$ cat config.mk
export PLATFORM = sky130hd
export DESIGN_NAME = aging_page_replacement_top_flat
export DESIGN_NICKNAME = d
export VERILOG_FILES = /design/src/sv/apr_pkg.sv /design/src/sv/apr_ifs.sv /design/src/sv/apr_ram.sv /design/src/sv/aging_page_replacement_top.sv /design/src/flat_wrapper.sv
export SDC_FILE = /design/constraint.sdc
export NUM_CORES = 2
export LEC_CHECK = 0
export BUFFER_PORTS_ARGS = -buffer_cell sky130_fd_sc_hd__clkbuf_2
export CAP_MARGIN = 20
export CELL_PAD_IN_SITES_DETAIL_PLACEMENT = 0
export CELL_PAD_IN_SITES_GLOBAL_PLACEMENT = 2
export CORE_ASPECT_RATIO = 0.8
export CORE_UTILIZATION = 30
export DETAILED_ROUTE_END_ITERATION = 10
export PLACE_DENSITY = 0.61
export SLEW_MARGIN = 20
export SYNTH_ARGS = -nofsm -noshare
export SYNTH_HDL_FRONTEND = slang
export SYNTH_SLANG_ARGS = --single-unit
export TNS_END_PERCENT = 10
$ cat constraint.sdc
create_clock -name i_clk -period 4.8 [get_ports i_clk]
set_input_delay 0.96 -clock i_clk [delete_from_list [all_inputs] [get_ports i_clk]]
set_output_delay 0.96 -clock i_clk [all_outputs]
set_load 0.02 [all_outputs]
$ cat src/sv/apr_pkg.sv
// Shared types and constants for the aging page replacement block.
package apr_pkg;

    localparam int MODE_W   = 2;
    localparam int FRAME_W  = 6;
    localparam int OWNER_W  = 16;
    localparam int STATUS_W = 2;

    localparam logic [MODE_W-1:0] MODE_INSERT  = 2'd0;
    localparam logic [MODE_W-1:0] MODE_REF     = 2'd1;
    localparam logic [MODE_W-1:0] MODE_REPLACE = 2'd2;

    localparam logic [STATUS_W-1:0] STAT_OK    = 2'd0;
    localparam logic [STATUS_W-1:0] STAT_EMPTY = 2'd1;
    localparam logic [STATUS_W-1:0] STAT_FULL  = 2'd2;

    localparam logic [2:0] INSERT_AGE = 3'd4;

    typedef enum logic [1:0] {
        ST_IDLE,
        ST_REF,
        ST_AGE,
        ST_COPY
    } t_state;

endpackage

$ cat src/sv/apr_ifs.sv
// Request and response channel interfaces.
interface apr_in_if import apr_pkg::*; ();
    logic               valid;
    logic               ready;
    logic [MODE_W-1:0]  mode;
    logic [FRAME_W-1:0] frame_number;
    logic [OWNER_W-1:0] owner_id;

    modport source (output valid, mode, frame_number, owner_id, input ready);
    modport sink   (input valid, mode, frame_number, owner_id, output ready);
endinterface

interface apr_out_if import apr_pkg::*; ();
    logic                valid;
    logic                ready;
    logic [STATUS_W-1:0] status;
    logic [FRAME_W-1:0]  victim_frame;
    logic [OWNER_W-1:0]  victim_owner;
    logic                invalidate;

    modport source (output valid, status, victim_frame, victim_owner, invalidate, input ready);
    modport sink   (input valid, status, victim_frame, victim_owner, invalidate, output ready);
endinterface

$ cat src/sv/apr_ram.sv
// Generic simple dual-port RAM, one write and one registered read port.
module apr_ram #(
    parameter int WIDTH = 8,
    parameter int DEPTH = 64
) (
    input  logic                                   i_clk,
    input  logic                                   i_we,
    input  logic [((DEPTH > 1) ? $clog2(DEPTH) : 1)-1:0] i_waddr,
    input  logic [WIDTH-1:0]                       i_wdata,
    input  logic [((DEPTH > 1) ? $clog2(DEPTH) : 1)-1:0] i_raddr,
    output logic [WIDTH-1:0]                       o_rdata
);
    logic [WIDTH-1:0] r_mem [DEPTH];

    always_ff @(posedge i_clk) begin
        if (i_we) begin
            r_mem[i_waddr] <= i_wdata;
        end
        o_rdata <= r_mem[i_raddr];
    end
endmodule

$ cat src/sv/aging_page_replacement_top.sv
// Aging page replacement tracker, top level.
// Insert, reference, unused mode and replace on an empty ring: registered result in the cycle after the transfer.
// A reference holds off the next request for its read-modify-write.
// Replace: one ring slot per cycle through the
// ring and entry memories for aging and scan, then one per cycle to move slots before the victim.
// Synchronous reset clears tracked bits, ring pointers and output valid; memories are not cleared.
module aging_page_replacement_top import apr_pkg::*; #(
    parameter int NUM_FRAMES = 64,
    parameter int OWNER_BITS = 16
) (
    input  logic     i_clk,
    input  logic     i_rst_n,
    apr_in_if.sink   i_req,
    apr_out_if.source o_rsp
);
    localparam int FW = (NUM_FRAMES > 1) ? $clog2(NUM_FRAMES) : 1;
    localparam int CW = $clog2(NUM_FRAMES + 1);
    localparam int EW = OWNER_BITS + 4;

    function automatic logic [FW-1:0] wrap(input logic [FW-1:0] a, input logic [CW-1:0] b);
        logic [CW:0] s;
        s = (CW+1)'(a) + (CW+1)'(b);
        if (s >= (CW+1)'(NUM_FRAMES)) begin
            s = s - (CW+1)'(NUM_FRAMES);
        end
        return FW'(s);
    endfunction

    t_state                r_state, n_state;
    logic [FW-1:0]         r_head, n_head;
    logic [CW-1:0]         r_count, n_count;
    logic [NUM_FRAMES-1:0] r_tracked, n_tracked;
    logic [CW-1:0]         r_iss, n_iss;
    logic                  r_p1_v, n_p1_v;
    logic [CW-1:0]         r_p1_i, n_p1_i;
    logic                  r_p2_v, n_p2_v;
    logic [CW-1:0]         r_p2_i, n_p2_i;
    logic [FW-1:0]         r_p2_f, n_p2_f;
    logic [CW-1:0]         r_best_i, n_best_i;
    logic [2:0]            r_best_age, n_best_age;
    logic [FW-1:0]         r_best_f, n_best_f;
    logic [OWNER_BITS-1:0] r_best_own, n_best_own;
    logic [FW-1:0]         r_ref_f, n_ref_f;
    logic                  r_ov, n_ov;
    logic [STATUS_W-1:0]   r_status, n_status;
    logic [FRAME_W-1:0]    r_vframe, n_vframe;
    logic [OWNER_W-1:0]    r_vowner, n_vowner;
    logic                  r_inv, n_inv;

    logic          ring_we;
    logic [FW-1:0] ring_waddr, ring_wdata, ring_raddr, ring_rdata;
    logic          ent_we;
    logic [FW-1:0] ent_waddr, ent_raddr;
    logic [EW-1:0] ent_wdata, ent_rdata;

    logic          acc;
    logic          in_range;
    logic [FW-1:0] fidx;
    logic [2:0]    aged;
    logic [FW-1:0] tail_base;

    apr_ram #(.WIDTH(FW), .DEPTH(NUM_FRAMES)) u_ring_ram (
        .i_clk   (i_clk),
        .i_we    (ring_we),
        .i_waddr (ring_waddr),
        .i_wdata (ring_wdata),
        .i_raddr (ring_raddr),
        .o_rdata (ring_rdata)
    );

    apr_ram #(.WIDTH(EW), .DEPTH(NUM_FRAMES)) u_ent_ram (
        .i_clk   (i_clk),
        .i_we    (ent_we),
        .i_waddr (ent_waddr),
        .i_wdata (ent_wdata),
        .i_raddr (ent_raddr),
        .o_rdata (ent_rdata)
    );

    assign i_req.ready        = (r_state == ST_IDLE) && (!r_ov || o_rsp.ready);
    assign acc                = i_req.valid && i_req.ready;
    assign fidx               = FW'(i_req.frame_number);
    assign in_range           = int'(i_req.frame_number) < NUM_FRAMES;
    assign aged               = {ent_rdata[0], ent_rdata[3:2]};
    assign tail_base          = wrap(r_head, r_count);

    assign o_rsp.valid        = r_ov;
    assign o_rsp.status       = r_status;
    assign o_rsp.victim_frame = r_vframe;
    assign o_rsp.victim_owner = r_vowner;
    assign o_rsp.invalidate   = r_inv;

    always_comb begin
        n_state    = r_state;
        n_head     = r_head;
        n_count    = r_count;
        n_tracked  = r_tracked;
        n_iss      = r_iss;
        n_p1_v     = r_p1_v;
        n_p1_i     = r_p1_i;
        n_p2_v     = r_p2_v;
        n_p2_i     = r_p2_i;
        n_p2_f     = r_p2_f;
        n_best_i   = r_best_i;
        n_best_age = r_best_age;
        n_best_f   = r_best_f;
        n_best_own = r_best_own;
        n_ref_f    = r_ref_f;
        n_ov       = r_ov && !o_rsp.ready;
        n_status   = r_status;
        n_vframe   = r_vframe;
        n_vowner   = r_vowner;
        n_inv      = r_inv;
        ring_we    = 1'b0;
        ring_waddr = tail_base;
        ring_wdata = fidx;
        ring_raddr = wrap(r_head, r_iss);
        ent_we     = 1'b0;
        ent_waddr  = fidx;
        ent_wdata  = {OWNER_BITS'(i_req.owner_id), INSERT_AGE, 1'b0};
        ent_raddr  = (r_state == ST_AGE) ? ring_rdata : fidx;

        case (r_state)
            ST_IDLE: begin
                if (acc) begin
                    n_ov     = 1'b1;
                    n_status = STAT_OK;
                    n_vframe = '0;
                    n_vowner = '0;
                    n_inv    = 1'b0;
                    case (i_req.mode)
                        MODE_INSERT: begin
                            if (!in_range || r_tracked[fidx] || r_count == CW'(NUM_FRAMES)) begin
                                n_status = STAT_FULL;
                            end else begin
                                ent_we          = 1'b1;
                                ring_we         = 1'b1;
                                n_tracked[fidx] = 1'b1;
                                n_count         = r_count + 1'b1;
                            end
                        end
                        MODE_REF: begin
                            if (in_range && r_tracked[fidx]) begin
                                n_state = ST_REF;
                                n_ref_f = fidx;
                            end
                        end
                        MODE_REPLACE: begin
                            if (r_count == '0) begin
                                n_status = STAT_EMPTY;
                            end else begin
                                n_ov    = 1'b0;
                                n_state = ST_AGE;
                                n_iss   = '0;
                                n_p1_v  = 1'b0;
                                n_p2_v  = 1'b0;
                            end
                        end
                        default: begin
                        end
                    endcase
                end
            end
            ST_REF: begin
                ent_we    = 1'b1;
                ent_waddr = r_ref_f;
                ent_wdata = {ent_rdata[EW-1:1], 1'b1};
                n_state   = ST_IDLE;
            end
            ST_AGE: begin
                n_p1_v = 1'b0;
                if (r_iss < r_count) begin
                    n_p1_v = 1'b1;
                    n_p1_i = r_iss;
                    n_iss  = r_iss + 1'b1;
                end
                n_p2_v = r_p1_v;
                n_p2_i = r_p1_i;
                n_p2_f = ring_rdata;
                if (r_p2_v) begin
                    ent_we    = 1'b1;
                    ent_waddr = r_p2_f;
                    ent_wdata = {ent_rdata[EW-1:4], aged, 1'b0};
                    if (r_p2_i == '0 || aged < r_best_age) begin
                        n_best_i   = r_p2_i;
                        n_best_age = aged;
                        n_best_f   = r_p2_f;
                        n_best_own = ent_rdata[EW-1:4];
                    end
                    if (r_p2_i == r_count - 1'b1) begin
                        n_state = ST_COPY;
                        n_iss   = '0;
                        n_p1_v  = 1'b0;
                        n_p2_v  = 1'b0;
                    end
                end
            end
            ST_COPY: begin
                n_p1_v = 1'b0;
                if (r_iss < r_best_i) begin
                    n_p1_v = 1'b1;
                    n_p1_i = r_iss;
                    n_iss  = r_iss + 1'b1;
                end
                if (r_p1_v) begin
                    ring_we    = 1'b1;
                    ring_waddr = wrap(tail_base, r_p1_i);
                    ring_wdata = ring_rdata;
                end
                if (!(r_iss < r_best_i) && !r_p1_v) begin
                    n_head              = wrap(r_head, r_best_i + 1'b1);
                    n_count             = r_count - 1'b1;
                    n_tracked[r_best_f] = 1'b0;
                    n_ov                = 1'b1;
                    n_status            = STAT_OK;
                    n_vframe            = FRAME_W'(r_best_f);
                    n_vowner            = OWNER_W'(r_best_own);
                    n_inv               = 1'b1;
                    n_state             = ST_IDLE;
                end
            end
            default: begin
                n_state = ST_IDLE;
            end
        endcase
    end

    always_ff @(posedge i_clk) begin
        if (!i_rst_n) begin
            r_state   <= ST_IDLE;
            r_head    <= '0;
            r_count   <= '0;
            r_tracked <= '0;
            r_p1_v    <= 1'b0;
            r_p2_v    <= 1'b0;
            r_ov      <= 1'b0;
        end else begin
            r_state   <= n_state;
            r_head    <= n_head;
            r_count   <= n_count;
            r_tracked <= n_tracked;
            r_p1_v    <= n_p1_v;
            r_p2_v    <= n_p2_v;
            r_ov      <= n_ov;
        end
        r_iss      <= n_iss;
        r_p1_i     <= n_p1_i;
        r_p2_i     <= n_p2_i;
        r_p2_f     <= n_p2_f;
        r_best_i   <= n_best_i;
        r_best_age <= n_best_age;
        r_best_f   <= n_best_f;
        r_best_own <= n_best_own;
        r_ref_f    <= n_ref_f;
        r_status   <= n_status;
        r_vframe   <= n_vframe;
        r_vowner   <= n_vowner;
        r_inv      <= n_inv;
    end
endmodule

$ cat src/flat_wrapper.sv
// flat-port wrapper written by rule: the top's interface ports become plain ports
module aging_page_replacement_top_flat import apr_pkg::*;
#(
    parameter int NUM_FRAMES = 64,
    parameter int OWNER_BITS = 16
)
  (i_clk, i_rst_n, i_req_valid, i_req_mode, i_req_frame_number, i_req_owner_id, i_req_ready, o_rsp_valid, o_rsp_status, o_rsp_victim_frame, o_rsp_victim_owner, o_rsp_invalidate, o_rsp_ready);
  apr_in_if i_req_i ();
  apr_out_if o_rsp_i ();
  input  logic i_clk;
  input  logic i_rst_n;
  input wire logic [$bits(i_req_i.valid)-1:0] i_req_valid;
  input wire logic [$bits(i_req_i.mode)-1:0] i_req_mode;
  input wire logic [$bits(i_req_i.frame_number)-1:0] i_req_frame_number;
  input wire logic [$bits(i_req_i.owner_id)-1:0] i_req_owner_id;
  output wire logic [$bits(i_req_i.ready)-1:0] i_req_ready;
  output wire logic [$bits(o_rsp_i.valid)-1:0] o_rsp_valid;
  output wire logic [$bits(o_rsp_i.status)-1:0] o_rsp_status;
  output wire logic [$bits(o_rsp_i.victim_frame)-1:0] o_rsp_victim_frame;
  output wire logic [$bits(o_rsp_i.victim_owner)-1:0] o_rsp_victim_owner;
  output wire logic [$bits(o_rsp_i.invalidate)-1:0] o_rsp_invalidate;
  input wire logic [$bits(o_rsp_i.ready)-1:0] o_rsp_ready;
  assign i_req_i.valid = i_req_valid;
  assign i_req_i.mode = i_req_mode;
  assign i_req_i.frame_number = i_req_frame_number;
  assign i_req_i.owner_id = i_req_owner_id;
  assign i_req_ready = i_req_i.ready;
  assign o_rsp_valid = o_rsp_i.valid;
  assign o_rsp_status = o_rsp_i.status;
  assign o_rsp_victim_frame = o_rsp_i.victim_frame;
  assign o_rsp_victim_owner = o_rsp_i.victim_owner;
  assign o_rsp_invalidate = o_rsp_i.invalidate;
  assign o_rsp_i.ready = o_rsp_ready;
  aging_page_replacement_top #(.NUM_FRAMES(NUM_FRAMES), .OWNER_BITS(OWNER_BITS)) u_core (.i_clk(i_clk), .i_rst_n(i_rst_n), .i_req(i_req_i), .o_rsp(o_rsp_i));
endmodule
== After elaboration in Yosys (flattened, before gate mapping) ==
Memory sizes are Yosys's and may differ from the RTL's. A register that Yosys moved wholly into a read port is not among the register bits.
Cells that the tools add are included.

* Word-level logic and storage cells: 188
* Bits in registers: 172
* Output and inout port bits: 27
* Bits of input ports: 28
* Memory bits (writable): 1664
* Memories kept: 2

* Muxes and demuxes: 89
* Equality and inequality tests: 20
* Add/sub/neg operators: 12
* $lt $le $gt $ge: 11
* Reductions and logical operators: 31
* Bitwise operators: 3

{| class="wikitable"
|+ Memory list
! name !! words !! bits a word !! read ports !! clocked after memory_dff !! wr ports !! RTL line !! source
|-
| u_core.u_ent_ram.r_mem || 64 || 20 || 1 || 1 || 1 || apr_ram.sv:13 || <nowiki>logic [WIDTH-1:0] r_mem [DEPTH];</nowiki>
|-
| u_core.u_ring_ram.r_mem || 64 || 6 || 1 || 1 || 1 || apr_ram.sv:13 ||
|}

{| class="wikitable"
|+ Operator list
! kind !! number
|-
| $mux 64 || 4
|-
| $pmux 64 s2 || 1
|-
| $mux 7 || 13
|-
| $mux 6 || 12
|-
| $and 64x64->64 || 1
|-
| $not 64->64 || 1
|-
| $or 64x64->64 || 1
|-
| $pmux 20 s2 || 1
|-
| $add 6x7->8 || 4
|-
| $ge 8x7->1 const B || 4
|-
| $mux 16 || 2
|-
| $pmux 16 s2 || 1
|-
| $mux 1 || 28
|-
| $pmux 7 s2 || 2
|-
| $pmux 6 s2 || 2
|-
| $sub 6x1->6 const B || 4
|-
| $add 7x1->7 const B || 3
|-
| $pmux 7 s3 || 1
|-
| $mux 20 || 1
|-
| $mux 2 || 8
|-
| $logic_not 7->1 || 2
|-
| $lt 6x7->1 const B || 2
|-
| $lt 7x7->1 || 2
|-
| $demux 1 s6 || 2
|-
| other kinds (26) || 64
|}

== Logic depth before layout (Yosys ltp) ==
* Depth after elaboration: 9
* Depth in mapped cells: 13
* Depth with buffers taken out: 12

== Cells and area by module ==
A second synthesis with hierarchy kept.

* Cell total of the unflattened synthesis: 3917
* Area, all modules: 74440.1 um2

{| class="wikitable"
|+ Modules (own cells, without submodules)
! module !! times used !! area each (um2) !! cells an instance
|-
| apr_ram at u_core.u_ent_ram || 1 || 49552.5 || 2223
|-
| apr_ram at u_core.u_ring_ram || 1 || 15225.9 || 720
|-
| aging_page_replacement_top || 1 || 9661.8 || 974
|}

== Least setup slack after synthesis ==
OpenSTA, ideal clock, no wires.

* Kind: input to register
* From: input port i_req_frame_number[0]
* To: memory u_core.u_ent_ram.r_mem[16][0] (netlist name), enable pin
* Slack: 450 ps
* Buffers on the path: 2
* Data arrival time: 3955 ps
* Stages on the path: 10
* Path through: buf_6 > buf_6 > mux4_2 > a22oi_1 > a31oi_1 > a2111oi_4 > a211oi_1 > nor2b_1 > nand2_1 > nor2_1

* Longest elaborated chain between the ends: 9
* Elaborated cells between the ends (all ways): 11
* Those cells by class: mux: 10; reduce/logical: 1

{| class="wikitable"
|+ RTL lines
! item !! RTL line !! source
|-
| from (decl) || flat_wrapper.sv:14 || <nowiki>input wire logic [$bits(i_req_i.frame_number)-1:0] i_req_frame_number;</nowiki>
|-
| $bmux 1 s6 || aging_page_replacement_top.sv:133 || <nowiki>if (!in_range || r_tracked[fidx] || r_count == CW'(NUM_FRAMES)) begin</nowiki>
|-
| $mux 1 (implied by the code) || aging_page_replacement_top.sv:133 ||
|-
| $logic_or 1x1->1 || aging_page_replacement_top.sv:133 ||
|-
| $mux 1 || aging_page_replacement_top.sv:133 ||
|-
| $mux 1 || aging_page_replacement_top.sv:131 || <nowiki>case (i_req.mode)</nowiki>
|-
| $mux 1 || aging_page_replacement_top.sv:125 || <nowiki>if (acc) begin</nowiki>
|-
| $pmux 1 s3 || aging_page_replacement_top.sv:123 || <nowiki>case (r_state)</nowiki>
|-
| $mux 1 || apr_ram.sv:16 || <nowiki>if (i_we) begin</nowiki>
|-
| $mux 1 (implied by the code) || apr_ram.sv:17 || <nowiki>r_mem[i_waddr] <= i_wdata;</nowiki>
|-
| to (decl) || apr_ram.sv:13 ||
|}

Parallel ways exist; a longest one is shown, timed or not. The select of a mux whose other input is x is not followed.

== Final worst setup path ==
* From: register u_core.r_head[0]
* To: memory u_core.u_ring_ram.r_mem[21][3] (netlist name), enable pin

* Longest elaborated chain between the ends: 8
* Elaborated cells between the ends (all ways): 10
* Those cells by class: add/sub: 4; order compare: 2; mux: 4

{| class="wikitable"
|+ RTL lines
! item !! RTL line !! source
|-
| from (decl) || aging_page_replacement_top.sv:30 || <nowiki>logic [FW-1:0] r_head, n_head;</nowiki>
|-
| from (signal assigned) || aging_page_replacement_top.sv:239 || <nowiki>r_head <= n_head;</nowiki>
|-
| $add 6x7->8 * || aging_page_replacement_top.sv:22 || <nowiki>s = (CW+1)'(a) + (CW+1)'(b);</nowiki>
|-
| $ge 8x7->1 or $sub 6x1->6 (tied branches) || aging_page_replacement_top.sv:23, aging_page_replacement_top.sv:24 ||
|-
| $mux 6 * || aging_page_replacement_top.sv:23 || <nowiki>if (s >= (CW+1)'(NUM_FRAMES)) begin</nowiki>
|-
| $add 6x7->8 || aging_page_replacement_top.sv:22 ||
|-
| $ge 8x7->1 or $sub 6x1->6 (tied branches) || aging_page_replacement_top.sv:23, aging_page_replacement_top.sv:24 ||
|-
| $mux 6 || aging_page_replacement_top.sv:23 ||
|-
| $mux 6 || aging_page_replacement_top.sv:205 || <nowiki>if (r_p1_v) begin</nowiki>
|-
| $mux 6 * || aging_page_replacement_top.sv:123 ||
|-
| to (decl) || apr_ram.sv:13 ||
|}

Every way passes the cells marked *; elsewhere a longest branch is shown, timed or not.

==> impl_metrics.json <==
{
  "status": "completed",
  "drive_gt1_share_pct": 27.7,
  "ff2ff_path_depth": 11,
  "fp.dieArea_um2": 241000,
  "pin_count": 55,
  "tns_ns": 0,
  "ir_worst_vdd_uv": 343,
  "slew_viol_final": 0,
  "synth.top_cell.area_share_pct": 70.7,
  "synth_edf_count": 1690,
  "grt_pass1_vias": 38100,
  "gp_congestion": 0.769,
  "dp.cells": 7070,
  "core-area_um2": 238000,
  "grt_max_degree": 75,
  "multi_input_area_um2": 18300,
  "holdBufCountCts": 0,
  "maxCapViolCount": 0,
  "grt_pass1_wl_mm": 287,
  "h-tree-depth": 4,
  "cp-end-kind": "flip-flop",
  "syn_avg_cell_area_um2": 18.9,
  "synthCells": 3790,
  "crit_required_ns": 5.26,
  "syn_to_final_growth_pct": 18.5,
  "ys_seq_area_share_pct": 73.7,
  "yosysWarningCount": 0,
  "start_kind": "flip-flop",
  "drt_iter0_markers": 3367,
  "nets": 4179,
  "rsz0062_at_grt": "no",
  "antenna_found_initial": 7,
  "final-seq-area_um2": 52900,
  "clock_path_buffers": 3,
  "ys_types": 65,
  "fillCellCount": 22100,
  "clock_latency_ns": 0.85,
  "r2r_setup_slack_ns": 0.36,
  "arrival_ns": 4.90,
  "postCtsSetupRepairBufs": 0,
  "slew_headroom_pct": 21.0,
  "drt-pass1-iter-count": 5,
  "cts_tree": "built",
  "cts_resized": 0,
  "p_clk_share_pct": 34.4,
  "worst-slew-pin-transition_ns": 1.18,
  "regToRegStartpoint": "u_core.r_head[0]",
  "ys_ff_latch": 1797,
  "place_hpwl_mm": 124,
  "worstHoldStart": "u_core.r_p1_i[6]",
  "io_buffers": 54,
  "p_leak_nw": 27.0,
  "clk_pin_slew_ns": 0.06,
  "power.switching_mw": 12.5,
  "fin_crit_sh_pct": 92.4,
  "grt_overflow": 0,
  "hold_end": "u_core.r_p2_i[6]",
  "cts.sinks": 1797,
  "grtUsageTotal_pct": 16.5,
  "yosysTopAreaCell": "edfxtp_1",
  "finalNonFillerCells": 7417,
  "min_path_type": "reg2reg",
  "comb_power_share_pct": 21.0,
  "row_count": 160,
  "setup_viol": 0,
  "fmax_ghz": 0.225,
  "async_flop_share_pct": 0,
  "initial_core_util_pct": 30.2,
  "die_h_um": 440,
  "synth_area_leaders": "edfxtp_1 (71%), mux4_2 (14%), dfxtp_1 (3.0%), a211oi_1 (1.3%), nand2_1 (1.3%)",
  "root_buffer": "clkbuf_16",
  "syn_area_um2": 71800,
  "drt_wl_total_mm": 199,
  "ant_nets": 0,
  "power_frac_seq_pct": 44.7,
  "ys.flop_type": "edfxtp_1",
  "routedWlPerCell_um": 26.9,
  "pwr_density_cell_nw_per_um2": 507,
  "timing.hold.ws_ns": 0.424,
  "syn_nets": 3870,
  "hold_viol_final": 0,
  "dr_total_vias": 37700,
  "clock_skew_ns": 0.0395,
  "p_int_mw": 30.6,
  "crit_path_start": "u_core.r_head[0]",
  "cts_made_buffers": 186,
  "netSwitchingFraction_pct": 28.9,
  "finalCriticalPeriod_ns": 4.44,
  "drc_errors": 0,
  "power.total_mw": 43.1,
  "via_per_inst": 5.09,
  "worstSetupPathType": "reg2reg",
  "whs_path_depth": 0,
  "r2r-end": "u_core.u_ring_ram.r_mem[21][3]",
  "die_width_um": 549,
  "critical_path_peak_fanout": 9
}
## through the flow
step	utilization (%)	setup WS [ns]	area, µm²
after floorplan	-	0.450	71800
after global placement	33.1	0.0479	78800
after detailed placement	33.1	0.0639	78800
after CTS	35.8	0.368	85000
after global routing	35.8	0.0559	85000
final	35.8	0.364	85000
## cell usage after synthesis (16+ instances only)
library cell,count
and3_1,16
nor2_1,193
nand2_1,246
mux2i_1,24
and2_1,105
nand3_1,44
mux4_2,439
nor3_1,21
a311oi_1,40
a31oi_1,61
nor2b_1,20
buf_2,36
a21oi_1,85
a22o_1,25
ha_1,48
clkbuf_1,164
inv_1,38
xnor2_1,22
a21o_1,18
edfxtp_1,1690
a211oi_1,126
o21ai_0,38
dfxtp_1,107
## critical path: stages (launching register included)
cell and delay (ns):
dfxtp_1 0.37, ha_1 0.24, fa_1 0.41, a21o_1 0.18
a21oi_1 0.17, xnor2_1 0.25, ha_1 0.34, a21oi_1 0.17
mux2i_1 0.17, xnor2_1 0.86, nand3_1 0.35, nor2_1 0.56
## area by class of cell
| cell class | count | share of cell area (%) |
|---|---|---|
| repair buffers | 338 | 4.15 |
| well taps | 3159 | 4.65 |
| multi-input cells | 1737 | 21.5 |
| inverters | 39 | 0.172 |
| clock inverters | 125 | 1.65 |
| diodes | 2 | 0.00589 |
| flip-flops and latches | 1797 | 62.2 |
| clock buffers | 220 | 5.70 |
## power groups by stage
stage          registers, mW  clock network, mW  logic, mW
6_report                19.2               14.8       9.03
5_1_grt                 19.3               15.7       9.63
4_1_cts                 19.3               15.1       9.20
3_5_place_dp            19.6                  0       9.19
3_3_place_gp            19.6                  0       9.15
2_1_floorplan           19.6                  0       4.75
## logic make-up (layout without fill, tap and decap cells)
group,count (synthesis),after routing,share of synthesized area (%)
flops,1797,1797,73.7
simple gates,703,703,4.60
compound gates,476,476,4.65
mux,473,473,14.3
buf+inv,256,722,1.46
fa+ha+maj,52,52,0.948
xor+xnor,33,33,0.403
other cells,0,2,0
## worst max-delay path by stage
stage	endpoint	slack (ns)	cells after the start
floorplan	u_core.u_ent_ram.r_mem[16][0]	0.45	10
detailed placement	u_core.u_ring_ram.r_mem[33][5]	0.06	11
global route	u_core.u_ring_ram.r_mem[12][1]	0.06	12
CTS	u_core.u_ring_ram.r_mem[12][1]	0.37	12
global placement	u_core.u_ent_ram.r_mem[32][11]	0.05	12
finish	u_core.u_ring_ram.r_mem[21][3]	0.36	11
## sequential cells by signal (all words and copies together) (netlist names), 7 cells and up
name / cells
u_core.u_ent_ram.r_mem: 1216
u_core.r_p2_i: 7
u_core.r_tracked: 64
u_core.u_ring_ram.r_mem: 384
u_core.o_rsp.victim_owner: 16
u_core.u_ent_ram.o_rdata: 19
u_core.r_count: 7
u_core.r_best_own: 16
u_core.r_iss: 7
u_core.r_p1_i: 7
u_core.r_best_i: 7
## layer usage
layer	vias up	GRT usage, %	part of all wire (%)
met5	-	0	0.011
met4	4	3.82	1.9
met3	244	3.56	6.8
met2	1148	24.3	44
met1	20200	24.6	47
li1	16100	-	-
## cell usage in the layout (no fill, tap or decap), types with 40 or more instances in the layout
cell,instances
a31oi_1,61
nand2_1,246
dfxtp_1,107
clkinv_1,50
nor2_1,129
nor2_2,64
a211oi_1,126
buf_4,194
nand3_1,44
clkbuf_2,56
mux4_2,439
edfxtp_1,1690
clkbuf_16,188
a311oi_1,40
ha_1,44
a21oi_1,83
buf_12,90
and2_1,105
No activity file was read; power rests on OpenSTA's default activity.
